--- src/sv/easing_curve_evaluator_macros.svh ---
// Assertion macros for the easing curve evaluator.
`ifndef EASING_CURVE_EVALUATOR_MACROS_SVH
`define EASING_CURVE_EVALUATOR_MACROS_SVH
`define ECE_ASSERT_IMP(label, clk, rst, a, b) \
  label: assert property (@(posedge clk) disable iff (rst) (a) |-> (b)) \
    else $error("assertion failed");
`define ECE_ASSERT_NXT(label, clk, rst, a, b) \
  label: assert property (@(posedge clk) disable iff (rst) (a) |=> (b)) \
    else $error("assertion failed");
`endif

--- src/sv/ece_pkg.sv ---
// Package: constants, sine table and commands of the easing curve evaluator.
package ece_pkg;
  localparam int FRAC_BITS_DEF = 16;
  localparam int SINE_ENTRIES_DEF = 256;
  localparam int TIME_BITS_DEF = 16;
  localparam logic [63:0] PI_HALF_Q30 = 64'd1686629713;
  localparam logic [63:0] Q30_ONE = 64'd1 << 30;

  typedef enum logic [3:0] {
    CMD_LINEAR = 4'd0, CMD_SINE_IN = 4'd1, CMD_SINE_OUT = 4'd2, CMD_SINE_INOUT = 4'd3,
    CMD_CIRC_IN = 4'd4, CMD_CIRC_OUT = 4'd5, CMD_CIRC_INOUT = 4'd6,
    CMD_QUART_IN = 4'd7, CMD_QUART_OUT = 4'd8, CMD_QUART_INOUT = 4'd9
  } cmd_t;

  function automatic logic [30:0] sine_point(input int k, input int entries);
    logic [63:0] x;
    logic [63:0] term;
    logic [63:0] sum;
    x = (PI_HALF_Q30 * 64'(k)) / 64'(entries);
    term = x;
    sum = x;
    for (int n = 1; n <= 6; n++) begin
      term = ((((term * x) >> 30) * x) >> 30) / 64'((2 * n) * (2 * n + 1));
      if (n % 2 == 1) sum = sum - term;
      else sum = sum + term;
    end
    if (sum > Q30_ONE) sum = Q30_ONE;
    return sum[30:0];
  endfunction
endpackage

--- src/sv/ece_sqrt_stage.sv ---
// One pipelined step of the bit-serial square root with its side payload.
module ece_sqrt_stage import ece_pkg::*; #(
  parameter int VW = 48,
  parameter int SIDE = 8,
  parameter int STEP = 0
) (
  input  logic            clk,
  input  logic            rst,
  input  logic            en,
  input  logic            in_valid,
  input  logic [VW-1:0]   in_rem,
  input  logic [VW-1:0]   in_root,
  input  logic [SIDE-1:0] in_side,
  output logic            out_valid,
  output logic [VW-1:0]   out_rem,
  output logic [VW-1:0]   out_root,
  output logic [SIDE-1:0] out_side
);
  localparam logic [VW-1:0] BIT = VW'(1) << (VW - 2 - 2 * STEP);
  logic [VW-1:0] trial;
  logic          take;
  assign trial = in_root + BIT;
  assign take = in_rem >= trial;
  always_ff @(posedge clk) begin
    if (rst) begin
      out_valid <= 1'b0;
    end else if (en) begin
      out_valid <= in_valid;
    end
    if (en) begin
      out_rem <= take ? in_rem - trial : in_rem;
      out_root <= take ? (in_root >> 1) + BIT : in_root >> 1;
      out_side <= in_side;
    end
  end
endmodule

--- config.mk ---
export PLATFORM = sky130hd
export DESIGN_NAME = ece_sqrt_stage
export DESIGN_NICKNAME = d
export VERILOG_FILES = /design/src/sv/easing_curve_evaluator_macros.svh /design/src/sv/ece_pkg.sv /design/src/sv/ece_sqrt_stage.sv
export SDC_FILE = /design/constraint.sdc
export NUM_CORES = 1
export LEC_CHECK = 0
export BUFFER_PORTS_ARGS = -buffer_cell sky130_fd_sc_hd__buf_2
export CORE_MARGIN = 5
export CORE_UTILIZATION = 50
export DETAILED_ROUTE_END_ITERATION = 10
export PLACE_DENSITY = 0.75
export SLEW_MARGIN = 20
export SYNTH_ARGS = -nofsm -noshare
export SYNTH_HDL_FRONTEND = slang
export SYNTH_SLANG_ARGS = --single-unit
--- constraint.sdc ---
create_clock -name clk -period 3.7 [get_ports clk]
set_input_delay 0.37 -clock clk [delete_from_list [all_inputs] [get_ports clk]]
set_output_delay 0.37 -clock clk [all_outputs]
set_load 0.01 [all_outputs]
# Word-level counts from Yosys, hierarchy flattened
# Cells that the tools add are included.
# totals
elab_cells	11
register_bits	105
output_inout_bits	105
# op_classes
mux	2
n_lt_le_gt_ge	1
addsub	3
# ops
operator	n
47-bit by 47-bit adder with 48-bit output (second input constant)	1
48-bit by 47-bit adder with 48-bit output (second input constant)	1
48-bit >= comparator	1
48-bit 2-to-1 mux	1
48-bit subtractor	1
47-bit 2-to-1 mux	1

# Logic depth before layout (Yosys ltp)
# logic_depth
depth_word	3
depth_mapped	15
depth_no_buf	13

# Worst setup path after synthesis
# No wires, ideal clock.
# synth_timing
kind	in2reg
from	input port in_rem[0]
to	register out_rem[42] (data pin)
stages	13
setup_slack_ns	0.713
t_arrival_ns	2.724
n_path_buf	0
required_time_ns	3.437
cell_sequence	inv_1 > ha_1 > fa_1 > and2b_1 > o21ai_2 > a21oi_4 > o21ai_2 > a221o_1 > a21oi_2 > nand4_2 > a2111oi_4 > o21a_1 > o31ai_2
# synth_between
elab_chain_len	2
elab_cells_between_ends	3
cone_classes	add/sub: 1; order compare: 1; mux: 1
# synth_lines
element	line	text
from (decl)	ece_sqrt_stage.sv:11	input logic [VW-1:0] in_rem,
48-bit subtractor or 48-bit >= comparator (tied branches)	ece_sqrt_stage.sv:31, ece_sqrt_stage.sv:23	
48-bit 2-to-1 mux *	ece_sqrt_stage.sv:31	out_rem <= take ? in_rem - trial : in_rem;
to (signal assigned)	ece_sqrt_stage.sv:31	
to (decl)	ece_sqrt_stage.sv:15	output logic [VW-1:0] out_rem,
# Every way passes the cells marked *; elsewhere a longest branch is shown, timed or not.
# A chain may end at the register's enable or synchronous reset.

# Worst setup path in the final report
# layout_timing
from	input port in_rem[0]
to	register out_rem[26] (data pin)
# Same word-level chain as after synthesis.

==> results.md <==
| Group | Parameter | Reported |
|---|---|---|
| status | Outcome | finished clean |
| logic synthesis | Top-area cell type share of the netlist area | 46.3% |
| logic synthesis | Post-synthesis sequential element count | 105 |
| setup path | Worst path required time | 3.81 ns |
| drt | Antenna-violating nets left | 0 |
| logic synthesis | Number of library cell types mapped by synthesis | 61 |
| sta | Max Clock Skew | 0 ns |
| global routing | Total Routing Usage GR | 20.9% |
| logic synthesis | Number of warning messages in the yosys log | 0 |
| sta | Clock period minus worst slack | 3.33 ns |
| drt | Detailed-route vias per instance | 5.37 |
| setup path | Number of cells traversed by the worst register-to-register path | 2 |
| placed design | Weighted congestion at the end of routability-driven global placement | 0.895 |
| global routing | Maximum number of pins on one net before global-route repair | 67 |
| power | Leakage dissipation | 3.81 nW |
| logic synthesis | Most frequently used flop master after synthesis | edfxtp_1 |
| floorplan | Die Footprint | 15900 um^2 |
| sta | Final period utilization | 89.9% |
| logic synthesis | Dominant cell by count in the synthesized netlist | edfxtp_1 |
| sta | Unrepaired setup endpoints after global routing | no |
| clocking | Maximum count of clock buffers along a single path | 2 |
| clocking | Number of clock sinks | 105 |
| power | Pwr dens | 432 nW/um^2 |
| clocking | Post-CTS repair timing setup buffer count | 0 |
| setup path | Start point of the critical path | in_rem[0] |
| placed design | Port bufs | 212 |
| logic synthesis | Post-Syn Area | 6750 um^2 |
| logic synthesis | Post-synth top area cell | edfxtp_1 |
| floorplan | Starting density of the core | 51.0% |
| global routing | Global-route wire length before repair | 27200 um |
| sta | FMAX | 300 MHz |
| logic synthesis | Sequential cell area fraction in the yosys report | 46.6% |
| clocking | Cts repair resizes | 0 |
| floorplan | Number of rows in the core area | 42 |
| drt | Detailed-route DRC error count | 0 |
| setup path | Worst reg-to-reg setup slack | 3.12 ns |
| sta | Fin. max-slew vios | 0 |
| setup path | Kind of critical path | in2reg |
| sta | Worst-Margin Slew | 0.881 ns |
| logic synthesis | Synth Net Count | 816 |
| sta | Max_slew headroom | 41.3% |
| sta | Aggregate negative setup slack | 0 ns |
| floorplan | Die width | 126 um |
| sta | Worst hold margin | 0.162 ns |
| global routing | Vias in the first global route | 5649 |
| global routing | Final global-route overflow total | 0 |
| clocking | Hold_buf cts | 0 |
| drt | Router iterations before antenna repair | 5 |
| final layout | Post-route cell area | 8280 um^2 |
| placed design | Hpwl dp | 13100 um |
| final layout | Post-layout instance count excluding filler cells | 1045 |
| clocking | TritonCTS clock tree | done |
| placed design | Cell Area, Placed | 7970 um^2 |
| logic synthesis | Synth cell count leaders | 104 x edfxtp_1, 83 x a21oi_1, 66 x nor2_1, 60 x inv_1, 48 x ha_1 |
| setup path | Critical R2R Launch | out_valid$_SDFFE_PP0P_ |
| clocking | Total CTS buffers | 9 |
| setup path | Max Fanout on Critical Path | 3 |
| placed design | Post-Place Cells | 1029 |
| final layout | Antenna Cells | 0 |
| final layout | Synthesis-to-layout area growth | 22.6% |
| drt | Via count of the routed design | 5612 |
| worst hold path | Hold crit path type | in2reg |
| sta | Final hold viol count | 0 |
| floorplan | Count of pins on the block boundary | 213 |
| worst hold path | Hold path startpoint | rst |
| clocking | Clock edge transition at the registers on the reported setup and hold paths | 0.07 ns |
| final layout | Share of cells above drive strength 1 | 30.1% |
| drt | Starting DRT DRC Count | 359 |
| job | Max_cap viols | 0 |
| clocking | Htree depth | 3 |
| logic synthesis | Most area-consuming cells after synthesis | edfxtp_1 46%, ha_1 8.9%, a21oi_1 6.2% |
| worst hold path | Cell count of the worst hold path | 2 |
| logic synthesis | Post-Syn Area per Cell | 10.2 um^2 |
| drt | Mean routed wirelength per cell | 16.0 um |
| final layout | Final-layout fill cell count | 1160 |
| setup path | Crit. End Element | flip-flop |
| final layout | Fin nets | 1021 |
| floorplan | Die span in y | 126 um |
| logic synthesis | Post-synthesis async set-or-reset flop share | 0% |
| setup path | Data arrival time of the critical path | 3.43 ns |
| global routing | Initial antenna violation count | 0 |
| logic synthesis | Synth Instances | 659 |
| clocking | Worst skew pair latency | 0.35 ns |
| final layout | Layout Utilization | 62.5% |
| power | Worst supply voltage drop on vdd | 0.188 mV |
| setup path | Startpoint kind of the worst setup timing path | primary input |
| clocking | Master cell of the clock root buffer | clkbuf_16 |
| logic synthesis | EDFF count, synth | 104 |
| floorplan | Core ar. | 13200 um^2 |
| drt | Final WL | 16800 um |
| sta | Endpoints failing setup | 0 |
==> cell families after synthesis <==
logic type / synth area share, %
AND/OR/NAND/NOR: 10.9
multiplexers: 1.85
XOR/XNOR: 5.45
buffers and inverters: 5.36
AO/OA/AOI/OAI: 20.7
flip-flops: 46.6
adder cells (fa/ha/maj): 9.19
==> critical path, stage by stage <==
cell and delay (ns):
buf_2 0.09, inv_1 0.04, ha_1 0.23, fa_1 0.42, and2b_1 0.22, o21ai_2 0.08
a21oi_4 0.20, o21ai_2 0.10, a221oi_1 0.53, a21oi_1 0.23, o31ai_1 0.47, a21oi_1 0.19
xor2_1 0.18, a21oi_1 0.08
==> power by group <==
group / internal (mW) / leakage, nW / total [mW] / switching (mW)
logic: 0.433 / 2.64 / 1.05 / 0.617
registers: 1.48 / 1.03 / 1.51 / 0.0309
clock network: 0.540 / 0.146 / 1.01 / 0.471
total: 2.46 / 3.81 / 3.58 / 1.12
==> per-layer routing <==
metal  vias up  track usage (%)  wire length, um
met1      2607             27.0             7300
met3        15             5.33             1170
li1       2820                -                -
met4         0             4.79              179
met2       170             35.6             8110
met5         -                0                0
==> state kept, by name, indices dropped and copies added, names as in the netlist <==
name,flops
out_side,8
out_root,48
out_rem,48
out_valid,1
==> path summary, 6_finish.rpt <==
check	to
worst max-delay path	out_rem[26]$_DFFE_PP_
worst min-delay path	out_valid$_SDFFE_PP0P_
worst max register to register	out_valid$_SDFFE_PP0P_
worst min register to register	out_valid$_SDFFE_PP0P_
==> through the flow <==
stage | setup slack (ns) | total power, mW
after floorplan | 0.713 | 2.23
after detailed placement | 0.108 | 2.59
final | 0.372 | 3.58
after global routing | 0.237 | 3.77
after global placement | 0.0994 | 2.57
after CTS | 0.449 | 3.60
==> area by class of cell <==
cell class / count / area, um^2 / share of cell area [%]
clock buffer: 9 / 225 / 2.72
inverter: 60 / 225 / 2.72
tap: 176 / 220 / 2.66
clock inverter: 7 / 85.1 / 1.03
timing repair buffer: 216 / 1120 / 13.5
multi-input combinational: 472 / 3260 / 39.4
sequential: 105 / 3140 / 38.0
==> layout by cell type, fill, tap and decap left out, types with 7 or more instances in the layout <==
cell / netlist / final
and3_1: 7 / 7
nand3_1: 10 / 10
xnor2_1: 25 / 25
o21ai_0: 30 / 30
a21o_1: 37 / 37
nor2_1: 66 / 66
a21oi_1: 83 / 83
nand2_1: 45 / 45
xor2_1: 17 / 17
clkbuf_16: 0 / 9
edfxtp_1: 104 / 104
buf_2: 12 / 211
ha_1: 48 / 48
nand4_1: 12 / 12
inv_1: 60 / 60
Power figures use the tool's default switching activity.
