File: src/sv/easing_curve_evaluator_macros.svh
// Assertion macros for the easing curve evaluator.
`ifndef EASING_CURVE_EVALUATOR_MACROS_SVH
`define EASING_CURVE_EVALUATOR_MACROS_SVH
`define ECE_ASSERT_IMP(label, clk, rst, a, b) \
  label: assert property (@(posedge clk) disable iff (rst) (a) |-> (b)) \
    else $error("assertion failed");
`define ECE_ASSERT_NXT(label, clk, rst, a, b) \
  label: assert property (@(posedge clk) disable iff (rst) (a) |=> (b)) \
    else $error("assertion failed");
`endif

File: src/sv/ece_pkg.sv
// Package: constants, sine table and commands of the easing curve evaluator.
package ece_pkg;
  localparam int FRAC_BITS_DEF = 16;
  localparam int SINE_ENTRIES_DEF = 256;
  localparam int TIME_BITS_DEF = 16;
  localparam logic [63:0] PI_HALF_Q30 = 64'd1686629713;
  localparam logic [63:0] Q30_ONE = 64'd1 << 30;

  typedef enum logic [3:0] {
    CMD_LINEAR = 4'd0, CMD_SINE_IN = 4'd1, CMD_SINE_OUT = 4'd2, CMD_SINE_INOUT = 4'd3,
    CMD_CIRC_IN = 4'd4, CMD_CIRC_OUT = 4'd5, CMD_CIRC_INOUT = 4'd6,
    CMD_QUART_IN = 4'd7, CMD_QUART_OUT = 4'd8, CMD_QUART_INOUT = 4'd9
  } cmd_t;

  function automatic logic [30:0] sine_point(input int k, input int entries);
    logic [63:0] x;
    logic [63:0] term;
    logic [63:0] sum;
    x = (PI_HALF_Q30 * 64'(k)) / 64'(entries);
    term = x;
    sum = x;
    for (int n = 1; n <= 6; n++) begin
      term = ((((term * x) >> 30) * x) >> 30) / 64'((2 * n) * (2 * n + 1));
      if (n % 2 == 1) sum = sum - term;
      else sum = sum + term;
    end
    if (sum > Q30_ONE) sum = Q30_ONE;
    return sum[30:0];
  endfunction
endpackage

File: src/sv/ece_divider.sv
// Pipelined restoring divider forming p = t * 2^F / d, one quotient bit per stage.
module ece_divider import ece_pkg::*; #(
  parameter int NW = 32,
  parameter int DW = 16,
  parameter int SIDE = 8
) (
  input  logic            clk,
  input  logic            rst,
  input  logic            en,
  input  logic            in_valid,
  input  logic [NW-1:0]   in_num,
  input  logic [DW-1:0]   in_den,
  input  logic [SIDE-1:0] in_side,
  output logic            out_valid,
  output logic [NW-1:0]   out_quo,
  output logic [SIDE-1:0] out_side
);
  logic            v   [NW+1];
  logic [NW-1:0]   num [NW+1];
  logic [DW:0]     rem [NW+1];
  logic [DW-1:0]   den [NW+1];
  logic [SIDE-1:0] sd  [NW+1];
  assign v[0] = in_valid;
  assign num[0] = in_num;
  assign rem[0] = '0;
  assign den[0] = in_den;
  assign sd[0] = in_side;
  for (genvar i = 0; i < NW; i++) begin : g_st
    logic [DW+1:0] sh;
    logic          ge;
    assign sh = {rem[i], num[i][NW-1]};
    assign ge = sh >= {2'b00, den[i]};
    always_ff @(posedge clk) begin
      if (rst) begin
        v[i+1] <= 1'b0;
      end else if (en) begin
        v[i+1] <= v[i];
      end
      if (en) begin
        rem[i+1] <= ge ? (DW+1)'(sh - {2'b00, den[i]}) : (DW+1)'(sh);
        num[i+1] <= {num[i][NW-2:0], ge};
        den[i+1] <= den[i];
        sd[i+1] <= sd[i];
      end
    end
  end
  assign out_valid = v[NW];
  assign out_quo = num[NW];
  assign out_side = sd[NW];
endmodule

File: config.mk
export PLATFORM = sky130hd
export DESIGN_NAME = ece_divider
export DESIGN_NICKNAME = d
export VERILOG_FILES = /design/src/sv/easing_curve_evaluator_macros.svh /design/src/sv/ece_pkg.sv /design/src/sv/ece_divider.sv
export SDC_FILE = /design/constraint.sdc
export NUM_CORES = 2
export LEC_CHECK = 0
export BUFFER_PORTS_ARGS = -buffer_cell sky130_fd_sc_hd__buf_4
export CAP_MARGIN = 40
export CORE_MARGIN = 10
export CORE_UTILIZATION = 40
export CTS_CLUSTER_DIAMETER = 200
export CTS_CLUSTER_SIZE = 10
export DETAILED_ROUTE_END_ITERATION = 7
export GPL_TIMING_DRIVEN = 0
export PLACE_DENSITY = 0.6
export SYNTH_ARGS = -nofsm -noshare
export SYNTH_HDL_FRONTEND = slang
export SYNTH_SLANG_ARGS = --single-unit
File: constraint.sdc
create_clock -name clk -period 3.8 [get_ports clk]
set_input_delay 0.19 -clock clk [delete_from_list [all_inputs] [get_ports clk]]
set_output_delay 0.19 -clock clk [all_outputs]
set_load 0.03 [all_outputs]
Word-level counts from Yosys, hierarchy flattened
Index checks and enable logic that the tools add are counted.
Widths: inputs -> output; s select.
Word-level totals
  bits in registers: 2335
  input port bits: 60
  output and inout bits: 41
  word-level logic and storage cells: 253
Cells by class
  add/subtract/negate cells: 31
  magnitude comparators: 32
  muxes and demuxes: 31
Operators with widths (count)
  $ge 18x16->1: 31
  $mux 17: 30
  $sub 17x16->17: 30
  $sub 1x16->17: 1
  $ge 1x16->1: 1
  $mux 1: 1

Logic depth before layout (Yosys ltp)
  depth in word-level cells: 2
  mapped depth: 13
  gate-level depth less buffers: 12

Worst setup path before layout
OpenSTA, ideal clock, no wires.
  path kind: register -> register
  from: register num, in the netlist g_st[30].sh[0]
  to: register rem, in the netlist g_st[31].sh[14], data pin
  library setup time: 0.262 ns
  data arrival time: 2.892 ns
  data required time: 3.538 ns
  path slack: 0.646 ns
  stages on the path, launching flop included: 14
  path buffers: 2
  clock period less this slack: 3.154 ns
  path through: edfxtp_1 -> inv_1 -> ha_1 -> inv_1 -> fa_1 -> a21o_1 -> a221oi_2 -> o21bai_1 -> o41a_1 -> o21ai_4 -> and2_1 -> buf_6 -> buf_6 -> mux2_1
Between the ends
  cells in the longest elaborated chain, start to end: 2
  elaborated cells between the ends (all ways): 3
  classes of those cells: add/sub (1); order compare (1); mux (1)
Ends and longest elaborated chain
  start: declaration: line ece_divider.sv:19  | logic [NW-1:0] num [NW+1];
  start signal: indexed assignment: line ece_divider.sv:41  | num[i+1] <= {num[i][NW-2:0], ge};
  $sub 17x16->17 or $ge 18x16->1 (tied branches): line ece_divider.sv:40, ece_divider.sv:32
  $mux 17 *: line ece_divider.sv:40  | rem[i+1] <= ge ? (DW+1)'(sh - {2'b00, den[i]}) : (DW+1)'(sh);
  end signal: indexed assignment: line ece_divider.sv:40
  end: declaration: line ece_divider.sv:20  | logic [DW:0] rem [NW+1];
Mark *: on every way between the ends. The rest lies on a longest branch, timed or not.
A chain may end at the register's enable or synchronous reset.

Worst setup path after layout
Same ends and word-level chain as after synthesis.

==> impl_metrics.toml <==
[setup_path]
critPathLaunchType = "register"
end_kind = "register"
crit_fanout = 10
reg2reg_from = "g_st[30].sh[0]$_DFFE_PP_"
rrSetupSlack_ps = 190
worstPathArrival_ps = 4270
worstPathBufferInverterCount = 4
required_ps = 4460
critPathMaxStageDelay_ps = 410
timing.rr.end = "g_st[31].sh[14]$_DFFE_PP_"
crit_chain = "inv_1 > ha_1 > inv_1 > fa_1 > a21o_1 > a221oi_2 > o21bai_1 > o41a_1 > o21ai_4 > and2_1 > buf_6 > buf_6 > mux2_1"
path_class = "register to register"
path_delay_family = "compound AO/OA/AOI/OAI gates"
cp_slowest_cell = "fa_1"
reg2reg_depth = 13

[hold_path]
worstHoldEndpoint = "g_st[1].sh[1]$_DFFE_PP_"
hp-start = "in_num[31]"
hold_class = "input port to register"
hold_depth = 4

[synth]
yosysWarningCount = 0
synth_seq_cells = 2335
syn_area_per_cell_sq_um = 14.3
synthXorXnorAreaFrac_pct = 3.25
synth_top_area_share_pct = 68.8
synth.area.top_cells = "edfxtp_1, ha_1, a21oi_1"
synthMuxAreaShare_pct = 1.82
netlist_instances = 7048
synth_top_family_by_area = "compound AO/OA/AOI/OAI gates"
async_flop_share_pct = 0
synth_top_area_cell = "edfxtp_1"
synthAdderAreaFrac_pct = 6.80
synth_compound_area_share_pct = 9.33
synth-seq-area-share_pct = 69.4
synth_edf_count = 2303
synth_nets = 7636
synth_common_cells = "edfxtp_1, inv_1, ha_1, a21oi_1, nor2_1"
post_synth_and_or_nand_nor_area_fraction_pct = 6.24
synth_top_flop_cell = "edfxtp_1"
yosysMostFrequentCell = "edfxtp_1"
synth_area_sq_mm = 0.101
yosysUniqueCellTypes = 82

[clock_network]
clkTransAtPathRegs_ps = 50
clk-insertion-delay-late_ps = 940
htreeDepth = 5
cts-buffers-inserted = 283
clock-root-buffer = "clkbuf_16"
cts_num_sinks = 2335
clk_path_buf_depth = 4
cts_tree = "built"

[global_routing]
grt_pass1_wl_um = 305000
grt_max_degree = 198
grt_pass1_vias = 56700
grt_overflow_total = 0
antenna_found_initial = 7
grt_usage_pct = 13.7

[run_status]
status = "complete, no violations"

[place]
port_buffers = 100
hpwl_um = 128000
place_congestion = 0.861

[timing]
post-route-period-util_pct = 95.0
timing.hold.ws_ps = 160
tightest_slew_ps = 1130
hold_viol = 0
slew-limit-headroom_pct = 24.8
slew_viol_final = 0
max_freq_mhz = 277
tns_ps = 0
fin_skew_ps = 67.6
setup_violations = 0
rsz0062_at_grt = "false"
fin_crit_ps = 3610

[detailed_routing]
detail-route-antenna-nets = 0
drt-pass1-iter-count = 7
drt-initial-drc-count = 4187
viasPerCell = 5.14
routed_wirelength_um = 191000
wl_per_cell_um = 17.4
vias = 56200
drc = 0

[die]
core-area_sq_mm = 0.249
die_y_um = 521
rows = 183
start_util_pct = 40.3
die_w_um = 521
die-area_sq_mm = 0.272
io_pins = 101

[final_layout]
drive_gt1_share_pct = 8.82
syn2layout_area_growth_pct = 14.1
nFillCells = 21700
nNetsFinal = 8161
finalCoreUtilization_pct = 46.0

[power_and_ir_drop]
total_power_w = 0.0874
ir_drop_mv = 0.521
powerDensity_mw_per_mm2 = 762
leakage_nw = 43.0

[flow_run]
drv_cap = 0
[routing by layer]
layer	vias to the layer above	global-route usage, %	part of all wire [%]
met2	1256	22.2	47
li1	27200	-	-
met1	27300	18.4	45
met5	-	0	0
met3	400	2.57	4.7
met4	0	4.80	3.1
[area by class of cell]
cell class	count	area, sq um	area share, %
clock buffers	298	7310	6.37
repair buffers	240	2490	2.17
plain buffers	163	820	0.714
multi-input cells	3927	27700	24.1
flip-flops and latches	2335	69800	60.8
inverters	623	2340	2.04
clock inverters	8	83.8	0.0731
well taps	3330	4170	3.63
diodes	3	7.51	0.00654
[worst min-delay path: cells and delay by family]
family / cells / cell delay, ps
buf+inv: 3 / 650
mux: 1 / 120
[flip-flops by register name, indices dropped and copies added, names as in the netlist]
register and count:
num 961, sd 248, v 31, out_side 8, out_quo 32, out_valid 1
den 496, g_st.sh 558
[kinds of logic after synthesis]
family / count (synthesis)
buffers and inverters: 786
and+or+nand+nor: 1342
muxes: 167
AOI/OAI and AO/OA: 1517
adders and majority gates: 528
DFF: 2335
xor gates and xnor gates: 373
[layout by cell type, fill, tap and decap left out, types with 17 or more instances in the layout]
cell / Yosys / layout
a211oi_1: 42 / 42
a21o_1: 156 / 156
a21oi_1: 488 / 481
a221oi_1: 20 / 17
a31oi_1: 57 / 55
and2_1: 26 / 23
and3_1: 44 / 44
buf_16: 0 / 19
buf_4: 40 / 141
clkbuf_1: 99 / 89
clkbuf_16: 0 / 292
clkbuf_2: 0 / 17
dfxtp_1: 32 / 32
dlygate4sd3_1: 0 / 117
edfxtp_1: 2303 / 2303
fa_1: 30 / 30
ha_1: 498 / 498
inv_1: 618 / 618
mux2_2: 115 / 115
mux2i_1: 39 / 39
nand2_1: 376 / 375
nand2b_1: 65 / 65
nand3_1: 85 / 83
nand4_1: 63 / 63
nor2_1: 431 / 431
nor2b_1: 38 / 38
nor3_1: 88 / 88
nor4_1: 19 / 19
o211ai_1: 32 / 32
o21a_1: 71 / 71
o21ai_0: 396 / 396
o21ai_1: 19 / 17
o21bai_1: 34 / 34
o31ai_1: 36 / 36
or3_1: 36 / 36
xnor2_1: 221 / 221
xor2_1: 152 / 152
[timing repair]
action	4_1_cts	5_1_grt
gates cloned	0	1
setup buffers	1	0
gates resized for setup	4	53
pin swaps	0	1
endpoints found under the setup margin	21	187
endpoints found under the hold margin	185	0
hold buffers	121	0
[through the flow]
stage                     setup WS [ps]  cells  instance area, sq um
after floorplan                     646   7048                101000
after global routing               4.18  10900                115000
after CTS                          7.83  10900                115000
after detailed placement           -969  10500                106000
final                               191  10900                115000
after global placement           -18630  10500                105000
[power breakdown]
group	internal, W	leakage [nW]	total, W	switching, W
registers	0.0345	22.7	0.0369	0.00233
logic	0.0117	16.7	0.0277	0.0160
clock network	0.0134	3.63	0.0228	0.00940
[worst max-delay path by stage]
stage | start | end | slack, ps | cells past startpoint
6_report | g_st[30].sh[0]$_DFFE_PP_ | g_st[31].sh[14]$_DFFE_PP_ | 190 | 13
5_1_grt | g_st[27].sh[0]$_DFFE_PP_ | g_st[28].sh[1]$_DFFE_PP_ | 4 | 11
4_1_cts | g_st[20].sh[0]$_DFFE_PP_ | g_st[21].sh[13]$_DFFE_PP_ | 8 | 12
3_5_place_dp | en | v[30]$_SDFFE_PP0P_ | -970 | 9
3_3_place_gp | en | v[5]$_SDFFE_PP0P_ | -18630 | 5
2_1_floorplan | g_st[30].sh[0]$_DFFE_PP_ | g_st[31].sh[14]$_DFFE_PP_ | 650 | 13
Power figures use the tool's default switching activity.
